===== src/rtl/eight_bit_cpu_move_alu_core_assert.svh =====
// ---------------------------------------------------------------------------
// Assertion macros for the eight-bit CPU core
// Implication checks sampled on clk and disabled during rst.
// ---------------------------------------------------------------------------
`ifndef EIGHT_BIT_CPU_MOVE_ALU_CORE_ASSERT_SVH
`define EIGHT_BIT_CPU_MOVE_ALU_CORE_ASSERT_SVH

// Same-cycle implication
`define EBC_ASSERT_NOW(lbl, ante, cons, msg) \
  lbl: assert property (@(posedge clk) disable iff (rst) (ante) |-> (cons)) else $error(msg);

// Next-cycle implication
`define EBC_ASSERT_NEXT(lbl, ante, cons, msg) \
  lbl: assert property (@(posedge clk) disable iff (rst) (ante) |=> (cons)) else $error(msg);

`endif


===== src/rtl/ebc_pkg.sv =====
// ---------------------------------------------------------------------------
// ebc_pkg
// Shared types and constants of the eight-bit CPU core.
// ---------------------------------------------------------------------------
package ebc_pkg;

  // Byte memory size
  localparam int MEM_ADDR_BITS = 16;
  localparam int MEM_DEPTH     = 1 << MEM_ADDR_BITS;

  // Stream widths
  localparam int IN_TDATA_W  = 32;
  localparam int OUT_TDATA_W = 88;

  // Commands
  typedef enum logic [1:0] {
    CMD_WRITE = 2'd0,
    CMD_EXEC  = 2'd1,
    CMD_READ  = 2'd2
  } cmd_t;

  // Sequencer states
  typedef enum logic [2:0] {
    ST_IDLE,
    ST_DONE,
    ST_RDATA,
    ST_OPC,
    ST_LXI1,
    ST_LXI2,
    ST_MEMOP
  } state_t;

  // ALU operations, coded as opcode bits 5:3 of the 0x80-0xA7 group
  typedef enum logic [2:0] {
    ALU_ADD = 3'd0,
    ALU_ADC = 3'd1,
    ALU_SUB = 3'd2,
    ALU_SBB = 3'd3,
    ALU_ANA = 3'd4
  } alu_op_t;

  // Opcodes with special handling
  localparam logic [7:0] OP_LXI_B = 8'h01;
  localparam logic [7:0] OP_CMA   = 8'h2F;
  localparam logic [7:0] OP_HLT   = 8'h76;

  // Register selector codes
  localparam logic [2:0] SEL_B = 3'd0;
  localparam logic [2:0] SEL_C = 3'd1;
  localparam logic [2:0] SEL_D = 3'd2;
  localparam logic [2:0] SEL_E = 3'd3;
  localparam logic [2:0] SEL_H = 3'd4;
  localparam logic [2:0] SEL_L = 3'd5;
  localparam logic [2:0] SEL_M = 3'd6;
  localparam logic [2:0] SEL_A = 3'd7;

  // Flag bit positions
  localparam int FLAG_CY = 0;
  localparam int FLAG_P  = 1;
  localparam int FLAG_AC = 2;
  localparam int FLAG_Z  = 3;
  localparam int FLAG_S  = 4;

  // ALU result bundle
  typedef struct packed {
    logic [7:0] res;
    logic [4:0] flags;
  } alu_res_t;

endpackage


===== src/rtl/ebc_alu.sv =====
// ---------------------------------------------------------------------------
// ebc_alu
// Accumulator ALU: ADD, ADC, SUB, SBB, ANA with S, Z, AC, P, CY flags.
// ---------------------------------------------------------------------------
module ebc_alu (
  input  logic              [7:0] a,
  input  logic              [7:0] x,
  input  logic                    cin,
  input  ebc_pkg::alu_op_t        op,
  output ebc_pkg::alu_res_t       result
);

  logic       c;
  logic [8:0] sum9;
  logic [4:0] nib;
  logic [8:0] sub9;
  logic [8:0] diff9;
  logic [7:0] res;
  logic       cy;
  logic       ac;

  // Carry-in only for the with-carry forms
  assign c     = ((op == ebc_pkg::ALU_ADC) || (op == ebc_pkg::ALU_SBB)) ? cin : 1'b0;
  assign sum9  = {1'b0, a} + {1'b0, x} + {8'd0, c};
  assign nib   = {1'b0, a[3:0]} + {1'b0, x[3:0]} + {4'd0, c};
  assign sub9  = {1'b0, x} + {8'd0, c};
  assign diff9 = {1'b0, a} - sub9;

  // Select result, carry and aux carry
  always_comb begin
    case (op)
      ebc_pkg::ALU_ADD, ebc_pkg::ALU_ADC: begin
        res = sum9[7:0];
        cy  = sum9[8];
        ac  = nib[4];
      end
      ebc_pkg::ALU_SUB, ebc_pkg::ALU_SBB: begin
        res = diff9[7:0];
        cy  = ({1'b0, a} < sub9);
        ac  = ~(a[4] ^ diff9[4] ^ x[4]);
      end
      ebc_pkg::ALU_ANA: begin
        res = a & x;
        cy  = 1'b0;
        ac  = a[3] | x[3];
      end
      default: begin
        res = a;
        cy  = 1'b0;
        ac  = 1'b0;
      end
    endcase
  end

  // Pack flags
  always_comb begin
    result.res                    = res;
    result.flags[ebc_pkg::FLAG_S]  = res[7];
    result.flags[ebc_pkg::FLAG_Z]  = (res == 8'd0);
    result.flags[ebc_pkg::FLAG_AC] = ac;
    result.flags[ebc_pkg::FLAG_P]  = ~^res;
    result.flags[ebc_pkg::FLAG_CY] = cy;
  end

endmodule

===== config.mk =====
export PLATFORM = sky130hd
export DESIGN_NAME = ebc_alu
export DESIGN_NICKNAME = d
export VERILOG_FILES = /design/src/rtl/eight_bit_cpu_move_alu_core_assert.svh /design/src/rtl/ebc_pkg.sv /design/src/rtl/ebc_alu.sv
export SDC_FILE = /design/constraint.sdc
export NUM_CORES = 1
export LEC_CHECK = 0
export BUFFER_PORTS_ARGS = -buffer_cell sky130_fd_sc_hd__buf_2
export CORE_MARGIN = 2
export CORE_UTILIZATION = 63
export DETAILED_ROUTE_END_ITERATION = 10
export GPL_TIMING_DRIVEN = 0
export PLACE_DENSITY = 0.95
export SETUP_SLACK_MARGIN = 0.15
export SYNTH_ARGS = -nofsm -noshare
export SYNTH_HDL_FRONTEND = slang
export SYNTH_SLANG_ARGS = --single-unit

===== constraint.sdc =====
create_clock -name vclk -period 10.71
set_input_delay 1.071 -clock vclk [all_inputs]
set_output_delay 1.071 -clock vclk [all_outputs]
set_load 0.005 [all_outputs]

==> metrics.md, run 1 <==
| Metric | Value |
|---|---|
| Initial antenna violation count | `0` |
| Die Height | `51.81 um` |
| Main combinational cell family by area after synthesis | `compound AO/OA/AOI/OAI gates` |
| Final cycle utilization of the critical path | `51.92%` |
| Total Power | `just under 0.1 mW` |
| Worst-Margin Slew | `roughly 0.44 ns` |
| DR vias | `1578` |
| Nets | `277` |
| Hpwl dp | `3.009 mm` |
| CP max FO | `9` |
| All-Layer GR Usage | `28.77%` |
| Hold Path Depth | `3` |
| Final-layout clock buffer total | `0` |
| Top cells by area, synth | `ha_1 (21%), o21ai_0 (4.5%), xnor2_1 (4.3%)` |
| Starting Density | `65.73%` |
| Seq cells | `0` |
| Hold Path Origin | `a[5]` |
| Arrival time at the worst endpoint | `4.49 ns` |
| Clk pwr share | `0%` |
| Worst Hold End | `result[10]` |
| Distinct cell type count after synthesis | `49` |
| Crit end category | `output pin` |
| Total gr overflow | `0` |
| Sequential fraction of design power | `0%` |
| Unrepaired setup endpoints after global routing | `no` |
| Synth warn | `0` |
| Cell taking the most area after synthesis | `ha_1` |
| Rel. slew slack | `70.42%` |
| Std cell rows | `17` |
| Most frequent cells in the layout | `buf_2 (37), ha_1 (24), nor2_1 (15)` |
| Routability Congestion | `approximately 0.9` |
| Post-Synthesis Cells | `195` |
| Net switching power | `between 0.05 and 0.06 mW` |
| First-pass GRT wire length | `6.030 mm` |
| Area growth syn-to-layout | `13.90%` |
| Worst path required time | `9.64 ns` |
| Mean post-synth cell area | `7.385 um2` |
| Routed WL | `3.612 mm` |
| Core area | `0.002191 mm2` |
| Mapped Area | `roughly 0.0014 mm2` |
| IO buf count | `33` |
| Fin. Hold Viols | `0` |
| Critical Setup Path Class | `in -> out` |
| Synth Area in Compound Gates | `between 20% and 30%` |
| Largest net degree at the start of global routing | `11` |
| Register area | `0 um2` |
| I/O pin cnt | `33` |
| Post-route ant nets | `0` |
| Hold slack final | `2.504 ns` |
| Final TNS setup | `0 ns` |
| Number of diodes | `0` |
| Post-synthesis mux area share | `5.039%` |
| Vias in the first global route | `1397` |
| Initial DRT Pass Iterations | `4` |
| Vias per cell | `6.164` |
| Fmax | `179.8 MHz` |
| Final setup fails | `0` |
| Max cap viols | `0` |
| # resized after CTS | `0` |
| Top-area cell type share of the netlist area | `a little over a fifth` |
| Pleak | `0.7822 nW` |
| Fin crit period | `around 5.6 ns` |
| Synth Area in XOR/XNOR | `7.906%` |
| Leading cell type in the layout, fill and taps excluded | `buf_2` |
| Final WS setup | `around 5.1 ns` |
| Status | `complete, no violations` |
| DRT iter0 DRCs | `54` |
| CP Launch Type | `input port` |
| Hold_buf cts | `0` |
| Pwr per Cell Area | `59.53 mW/mm2` |
| Utilization after layout | `74.87%` |
| Post-Synth Adder-Cell Area | `25.02%` |
| Die Wd | `51.81 um` |
| Setup Fix Bufs, Post-CTS | `0` |
| Pins Over Slew Limit | `0` |
| Simple-gate share of the synthesized area | `24.93%` |
| Worst Hold Class | `in -> out` |
| Post-synthesis sequential area ratio | `0%` |
| Drt drc | `0` |
| Int Pwr | `about 0.047 mW` |
| VDD IR max | `0.06057 mV` |
| Avg WL per Cell | `14.11 um` |
| Setup WS pre-CTS | `5.170 ns` |
| Area of the die | `0.002684 mm2` |
| Sw Ratio | `a little over half` |
| Net Count, Synth | `242` |
| Fraction of layout cells with a size suffix above 1 | `20.61%` |
| Combinational Power Share | `100.0%` |
how the worst max path moves through the flow:
| stage | slack (ns) | cells after the start | end | startpoint |
|---|---|---|---|---|
| finish | 5.15 | 18 | result[1] | op[2] |
| global route | 4.90 | 16 | result[1] | op[2] |
| CTS | 5.15 | 16 | result[1] | op[2] |
| detailed placement | 5.17 | 16 | result[1] | op[2] |
| global placement | 5.22 | 16 | result[1] | op[2] |
| floorplan | 5.81 | 14 | result[1] | op[2] |
per-stage QoR:
step	std cells	area [um2]
5_1_grt	256	1640
6_report	256	1640
3_3_place_gp	256	1640
4_1_cts	256	1640
3_5_place_dp	256	1640
2_1_floorplan	195	1440
synth_stat cells, types with 2 or more instances:
cell / count
ha_1: 24
nor2_1: 15
inv_1: 14
o21ai_0: 13
nand2_1: 11
a21oi_1: 10
nor2b_1: 8
xnor2_1: 7
xor2_1: 6
mux2i_1: 5
nand3_1: 5
nand4_1: 5
o211ai_1: 5
a211oi_1: 4
buf_2: 4
o31ai_1: 4
a21o_1: 3
and3_1: 3
buf_4: 3
fa_1: 3
nor3b_1: 3
o32a_1: 3
o32ai_1: 3
a31oi_1: 2
mux2_2: 2
nand2b_1: 2
nor3_1: 2
o22a_1: 2
or2_1: 2
or4_1: 2
or4b_1: 2
critical path: stages:
cell and delay [ns]:
buf_2 0.14, inv_1 0.13, and3_1 0.25, ha_1 0.17
ha_1 0.23, nand2_1 0.08, xor2_1 0.15, ha_1 0.27
clkbuf_1 0.19, a21oi_1 0.16, nor2_1 0.05, a31oi_1 0.16
mux2_2 0.38, o32ai_1 0.29, ha_1 0.30, xnor2_1 0.20
xnor2_1 0.13, buf_2 0.13
final cells by class:
type               instances  area [um2]
repair buffers            33       165.2
plain buffers              9       57.56
well taps                 28       35.03
fillers                  185       550.5
multi-input cells        172        1330
inverters                 14       52.55
per-layer routing:
metal	up-vias	GRT usage, %	share of wire (%)
met5	-	0	0
met4	0	5.263	1.7
met3	6	0.5747	5.4
met2	59	48.72	44
met1	709	41.08	49
li1	804	-	-
power groups by stage:
stage | clock network (mW) | registers [mW] | logic, mW
2_1_floorplan | 0 | 0 | 0.0682
3_3_place_gp | 0 | 0 | 0.0947
3_5_place_dp | 0 | 0 | 0.0965
4_1_cts | 0 | 0 | 0.0974
5_1_grt | 0 | 0 | 0.109
6_report | 0 | 0 | 0.0977
logic make-up (layout without fill, tap and decap cells):
| kind of cell | count (synthesis) | after routing |
|---|---|---|
| simple gates | 65 | 65 |
| compound gates | 60 | 60 |
| fa+ha+maj | 27 | 27 |
| buf+inv | 23 | 56 |
| xor+xnor | 13 | 13 |
| mux | 7 | 7 |
Note: power is estimated with default switching activity, not from simulation.
==> run 2, diff against run 1 <==
--- a/config.mk
+++ b/config.mk
@@ -5,12 +5,13 @@
 export SDC_FILE = /design/constraint.sdc
 export NUM_CORES = 1
 export LEC_CHECK = 0
+export ABC_AREA = 1
 export BUFFER_PORTS_ARGS = -buffer_cell sky130_fd_sc_hd__buf_2
 export CORE_MARGIN = 2
-export CORE_UTILIZATION = 63
+export CORE_UTILIZATION = 58
 export DETAILED_ROUTE_END_ITERATION = 10
 export GPL_TIMING_DRIVEN = 0
-export PLACE_DENSITY = 0.95
+export PLACE_DENSITY = 0.94
 export SETUP_SLACK_MARGIN = 0.15
 export SYNTH_ARGS = -nofsm -noshare
 export SYNTH_HDL_FRONTEND = slang
==> constraint.sdc (replaced) <==
create_clock -name vclk -period 5.6
set_input_delay 0.56 -clock vclk [all_inputs]
set_output_delay 0.56 -clock vclk [all_outputs]
set_load 0.005 [all_outputs]
==> run 2 against run 1 <==
- global-route usage fell by 1.5 points
- largest power group unchanged
- synthesized area fell by 3.9%
- core utilization fell by 3.9 points
- worst hold slack got worse by 1.1 ns
- total power rose by 82%
- critical path type unchanged
- largest cell class unchanged
==> metrics.md, run 2 <==
| Metric | Value |
|---|---|
| Setup WS pre-CTS | `1.339 ns (-3.831 ns)` |
| Vias per cell | `5.367 (-13%)` |
| Total gr overflow | `0 (unchanged)` |
| Final WS setup | `1.333 ns (-3.816 ns)` |
| Setup Fix Bufs, Post-CTS | `0 (unchanged)` |
| Status | `complete, no violations` |
| Total Power | `0.1774 mW (+82%)` |
| Post-route ant nets | `0 (unchanged)` |
| Critical Setup Path Class | `in -> out` |
| Number of diodes | `0 (unchanged)` |
| Core area | `0.002233 mm2 (+1.9%)` |
| Initial DRT Pass Iterations | `5 (+1)` |
| Mapped Area | `0.001384 mm2 (-3.9%)` |
| IO buf count | `33 (unchanged)` |
| Register area | `0 um2 (unchanged)` |
| All-Layer GR Usage | `27.27% (-1.5 points)` |
| Cell taking the most area after synthesis | `ha_1` |
| DRT iter0 DRCs | `34 (-37%)` |
| Routability Congestion | `0.8823 (-2.0%)` |
| Post-synthesis sequential area ratio | `0% (unchanged)` |
| Most frequent cells in the layout | `nand2_1 (63), inv_1 (37), buf_2 (33)` |
| Hpwl dp | `2.929 mm (-2.7%)` |
| Crit end category | `output pin` |
| Worst Hold Class | `in -> out` |
| Worst path required time | `5.04 ns (-4.60 ns)` |
| Net Count, Synth | `283 (+17%)` |
| Commonest cells post-synth | `nand2_1 (63), inv_1 (37), nand3_1 (29), ha_1 (24), a21oi_1 (17)` |
| Most common cell in the netlist | `nand2_1` |
| Rel. slew slack | `81.37% (+11 points)` |
| Worst-Margin Slew | `0.2794 ns (-0.1585 ns)` |
| Drt drc | `0 (unchanged)` |
| First-pass GRT wire length | `5.878 mm (-2.5%)` |
| Top-area cell type share of the netlist area | `21.70% (+0.85 points)` |
| Hold Path Depth | `4 (+1)` |
| Leading cell type in the layout, fill and taps excluded | `nand2_1` |
| Pwr per Cell Area | `112.0 mW/mm2 (+88%)` |
| Post-Synthesis Cells | `236 (+21%)` |
| Std cell rows | `17 (unchanged)` |
| CP Launch Type | `input port` |
| Distinct cell type count after synthesis | `27 (-45%)` |
| Final cycle utilization of the critical path | `76.20%` |
| Seq cells | `0 (unchanged)` |
| Fmax | `~230 MHz` |
| Fin crit period | `4.267 ns` |
| Nets | `318 (+15%)` |
| Starting Density | `61.96% (-3.8 points)` |
| Die Wd | `52.85 um (+2.0%)` |
| Pleak | `0.9276 nW (+19%)` |
| Placed insts | `297 (+16%)` |
| VDD IR max | `0.08871 mV (+46%)` |
| Final setup fails | `0 (unchanged)` |
| Arrival time at the worst endpoint | `3.71 ns (-0.78 ns)` |
| Vias in the first global route | `1428 (+2.2%)` |
| Final TNS setup | `0 ns (unchanged)` |
| Fin. Hold Viols | `0 (unchanged)` |
| Finished Layout Cells | `297 (+16%)` |
| # resized after CTS | `0 (unchanged)` |
| Area of the die | `0.002793 mm2 (+4.0%)` |
| Hold Path Origin | `a[2]` |
| Largest net degree at the start of global routing | `11 (unchanged)` |
| Area growth syn-to-layout | `14.47%` |
| Pins Over Slew Limit | `0 (unchanged)` |
| Die Height | `52.85 um (+2.0%)` |
| Top cells by area, synth | `ha_1 (22%), nand2_1 (17%), nand3_1 (10%)` |
| Fillers | `208 (+12%)` |
| Initial antenna violation count | `0 (unchanged)` |
| CP max FO | `7 (-2)` |
| Synth warn | `0 (unchanged)` |
| DR vias | `1594 (+1.0%)` |
| Hold_buf cts | `0 (unchanged)` |
| Hold slack final | `1.447 ns (-1.057 ns)` |
| Fraction of layout cells with a size suffix above 1 | `18.59% (-2.0 points)` |
| Routed WL | `3.381 mm (-6.4%)` |
| Avg WL per Cell | `11.38 um (-19%)` |
| Unrepaired setup endpoints after global routing | `no` |
| Worst Hold End | `result[7]` |
| Max cap viols | `0 (unchanged)` |
| Final-layout clock buffer total | `0 (unchanged)` |
| Mean post-synth cell area | `5.864 um2 (-21%)` |
| I/O pin cnt | `33 (unchanged)` |
-- run 2: worst max-delay path by stage --
| stage | from | end | slack [ns] | depth (start not counted) |
|---|---|---|---|---|
| finish | op[2] | result[1] | 1.33 | 20 |
| detailed placement | op[2] | result[1] | 1.34 | 20 |
| global route | op[2] | result[1] | 1.03 | 20 |
| global placement | op[2] | result[1] | 1.43 | 20 |
| CTS | op[2] | result[1] | 1.33 | 20 |
| floorplan | cin | result[1] | 1.99 | 19 |
-- run 2: kinds of logic (layout without fill, tap and decap cells) --
family | after synthesis | count (layout) | share of synthesized area [%]
xor gates and xnor gates | 10 | 10 | 6.329
AOI/OAI and AO/OA | 26 | 26 | 10.76
and+or+nand+nor | 125 | 125 | 42.86
adders and majority gates | 27 | 27 | 26.04
buffers and inverters | 48 | 81 | 14.01
-- run 2: where the power goes --
group / total [mW] / internal, mW / leakage, nW / switching, mW
Combinational: 0.177 / 0.0778 / 0.928 / 0.0996
Sequential: 0 / 0 / 0 / 0
Clock: 0 / 0 / 0 / 0
-- run 2: critical path: stages --
cell      delay [ns]
buf_2           0.16
nor2_1          0.26
ha_1            0.21
ha_1            0.18
nand3_1         0.17
nand3b_1        0.22
xor2_1          0.15
ha_1            0.32
nand2_1         0.09
inv_1           0.06
a21oi_1         0.18
nand2_1         0.07
nand2_1         0.05
nand3_1         0.12
nand3_1         0.10
nand2_1         0.05
ha_1            0.30
xnor2_1         0.21
xnor2_1         0.13
buf_2           0.12
-- run 2: through the flow --
stage	utilization [%]	cell area, um2
floorplan	-	1384
global placement	70.92	1584
detailed placement	70.92	1584
CTS	70.92	1584
global route	70.92	1584
finish	70.92	1584
-- run 2: cell type report --
cell class                      instances  area, um2  area share [%]
Inverter                               45      171.4           10.82
Multi-Input combinational cell        188       1190           75.12
Tap cell                               28      35.03           2.212
Timing Repair Buffer                   33      165.2           10.43
Buffer                                  3      22.52           1.422
-- run 2: per-layer routing --
metal	vias to the layer above	global-route usage (%)	share of wire [%]
met5	-	0	0
met4	0	2.991	0
met3	0	0.8571	5.7
met2	56	49.58	48
met1	698	36.39	46
li1	840	-	-
==> run 3, diff against run 2 <==
--- a/config.mk
+++ b/config.mk
@@ -8,10 +8,10 @@
 export ABC_AREA = 1
 export BUFFER_PORTS_ARGS = -buffer_cell sky130_fd_sc_hd__buf_2
 export CORE_MARGIN = 2
-export CORE_UTILIZATION = 58
+export CORE_UTILIZATION = 52
 export DETAILED_ROUTE_END_ITERATION = 10
 export GPL_TIMING_DRIVEN = 0
-export PLACE_DENSITY = 0.94
+export PLACE_DENSITY = 0.9
 export SETUP_SLACK_MARGIN = 0.15
 export SYNTH_ARGS = -nofsm -noshare
 export SYNTH_HDL_FRONTEND = slang
==> constraint.sdc (replaced) <==
create_clock -name vclk -period 3.8
set_input_delay 0.38 -clock vclk [all_inputs]
set_output_delay 0.38 -clock vclk [all_outputs]
set_load 0.005 [all_outputs]
==> run 3 against run 2 <==
- largest cell class unchanged
- sequential share of layout area stayed put
- critical path type unchanged
- critical endpoint unchanged
- count of clock-buffer cells in the layout unchanged
- first-iteration DRC count grew 41%
- critical path depth fell by 2
==> metrics.md, run 3 (synthesized netlist as in run 2, its figures left out) <==
| Metric | Value |
|---|---|
| Status | `complete, no violations` |
| CP Launch Type | `input port` |
| Initial antenna violation count | `0 (unchanged)` |
| Int Pwr | `0.1402 mW (+80%)` |
| Worst setup path start | `op[2]` |
| Hpwl dp | `2.991 mm (+2.1%)` |
| Worst path required time | `3.42 ns (-1.62 ns)` |
| Final cycle utilization of the critical path | `~91%` |
| Final setup fails | `0 (unchanged)` |
| IO buf count | `33 (unchanged)` |
| Routed WL | `3.688 mm (+9.1%)` |
| Crit end category | `output pin` |
| Critical Setup Path Class | `in -> out` |
| Most frequent cells in the layout | `nand2_1 (58), inv_1 (36), buf_2 (32)` |
| Total gr overflow | `0 (unchanged)` |
| Drt drc | `0 (unchanged)` |
| Unrepaired setup endpoints after global routing | `no` |
| Hold Path Origin | `a[2]` |
| Fin crit period | `3.474 ns` |
| Sw Ratio | `54.01% (-2.1 points)` |
| Routability Congestion | `0.9003 (+2.0%)` |
| Clk pwr share | `0% (unchanged)` |
| Fin. Hold Viols | `0 (unchanged)` |
| VDD IR max | `0.1887 mV (+110%)` |
| Net switching power | `0.1647 mW (+65%)` |
| Area of the die | `0.003090 mm2 (+11%)` |
| Worst-Margin Slew | `0.2966 ns (+0.01719 ns)` |
| Rel. slew slack | `80.22% (-1.1 points)` |
| Die Wd | `55.59 um (+5.2%)` |
| Combinational Power Share | `100.0% (about the same)` |
| Register area | `0 um2 (unchanged)` |
| Vias in the first global route | `1424 (-0.28%)` |
| Pleak | `0.9489 nW (+2.3%)` |
| I/O pin cnt | `33 (unchanged)` |
| Vias per cell | `5.306 (-1.1%)` |
| Pins Over Slew Limit | `0 (unchanged)` |
| Max cap viols | `0 (unchanged)` |
| Worst Hold Class | `in -> out` |
| Arrival time at the worst endpoint | `3.09 ns (-0.62 ns)` |
| Core area | `0.002500 mm2 (+12%)` |
| Avg WL per Cell | `12.25 um (+7.6%)` |
| Final WS setup | `0.3263 ns (-1.007 ns)` |
| Seq cells | `0 (unchanged)` |
| Nets | `320 (+0.63%)` |
| Area growth syn-to-layout | `24.68%` |
| Sequential fraction of design power | `0% (unchanged)` |
| Number of diodes | `0 (unchanged)` |
| Final-layout clock buffer total | `0 (unchanged)` |
| Fillers | `242 (+16%)` |
| Final TNS setup | `0 ns (unchanged)` |
| Hold_buf cts | `0 (unchanged)` |
| CP max FO | `7 (unchanged)` |
| Fraction of layout cells with a size suffix above 1 | `25.83% (+7.2 points)` |
| All-Layer GR Usage | `22.54% (-4.7 points)` |
| Initial DRT Pass Iterations | `4 (-1)` |
| Std cell rows | `18 (+1)` |
| Largest net degree at the start of global routing | `11 (unchanged)` |
| Area of the multi-input gates | `0.001311 mm2 (+10%)` |
| First-pass GRT wire length | `5.906 mm (+0.48%)` |
| DR vias | `1597 (+0.19%)` |
| Setup WS pre-CTS | `-0.06812 ns (-1.407 ns)` |
| Die Height | `55.59 um (+5.2%)` |
| Fmax | `287.9 MHz` |
| Starting Density | `55.36% (-6.6 points)` |
| DRT iter0 DRCs | `48 (+41%)` |
| Pwr per Cell Area | `176.7 mW/mm2 (+58%)` |
| Leading cell type in the layout, fill and taps excluded | `nand2_1` |
| Post-route ant nets | `0 (unchanged)` |
==> run 3: changes by cell type in the layout (fill, tap and decap cells not counted), sizes merged <==
cell  before  now
buf       36   38
==> run 3: per-stage QoR <==
step           hold slack [ns]  std cells  power [mW]  utilization [%]  area, um2
2_1_floorplan           0.8415        236      0.1806                -       1384
3_3_place_gp             1.085        299      0.2549            63.46       1587
3_5_place_dp             1.091        299      0.2596            63.46       1587
4_1_cts                  1.091        299      0.2696            64.51       1613
5_1_grt                  1.115        301      0.3407            69.02       1725
6_report                 1.096        301      0.3049            69.02       1725
==> run 3: layout make-up <==
class	count	share of cell area, %
Tap cell	30	2.175
Timing Repair Buffer	35	10.59
Inverter	45	9.935
Multi-Input combinational cell	188	76.00
Buffer	3	1.305
==> run 3: per-layer routing <==
metal | global-route usage (%) | share of wire [%] | vias up
li1 | - | - | 846
met2 | 40.99 | 50 | 48
met4 | 2.439 | 0.27 | 0
met1 | 30.03 | 45 | 701
met3 | 1.395 | 4.6 | 2
met5 | 0 | 0 | -
==> run 3: power groups by stage <==
stage          Combinational [mW]  Clock (mW)  Sequential, mW
2_1_floorplan               0.181           0               0
3_3_place_gp                0.255           0               0
3_5_place_dp                0.260           0               0
4_1_cts                     0.270           0               0
5_1_grt                     0.341           0               0
6_report                    0.305           0               0
==> run 3: what timing repair did <==
item / CTS / global route
resized for setup: 6 / 18
buffers inserted: 0 / 2
pin swaps: 1 / 11
setup endpoints to repair: 1 / 1
==> run 3: final timing paths <==
kind                     to  slack (ns)  cells past startpoint
setup / recovery  result[1]        0.33                     18
hold / removal    result[7]        1.10                      4
==> run 3: worst max-delay path, cell delays in order <==
cell	delay, ns
buf_2	0.17
nor2_4	0.16
ha_1	0.17
and3_1	0.20
nand3_1	0.13
xor2_1	0.16
ha_1	0.37
nand2_1	0.07
inv_1	0.07
nand4_1	0.12
nand4_1	0.11
nand3_1	0.12
nand3_1	0.09
nand2_1	0.10
ha_4	0.28
xnor2_4	0.16
xnor2_1	0.12
buf_2	0.12
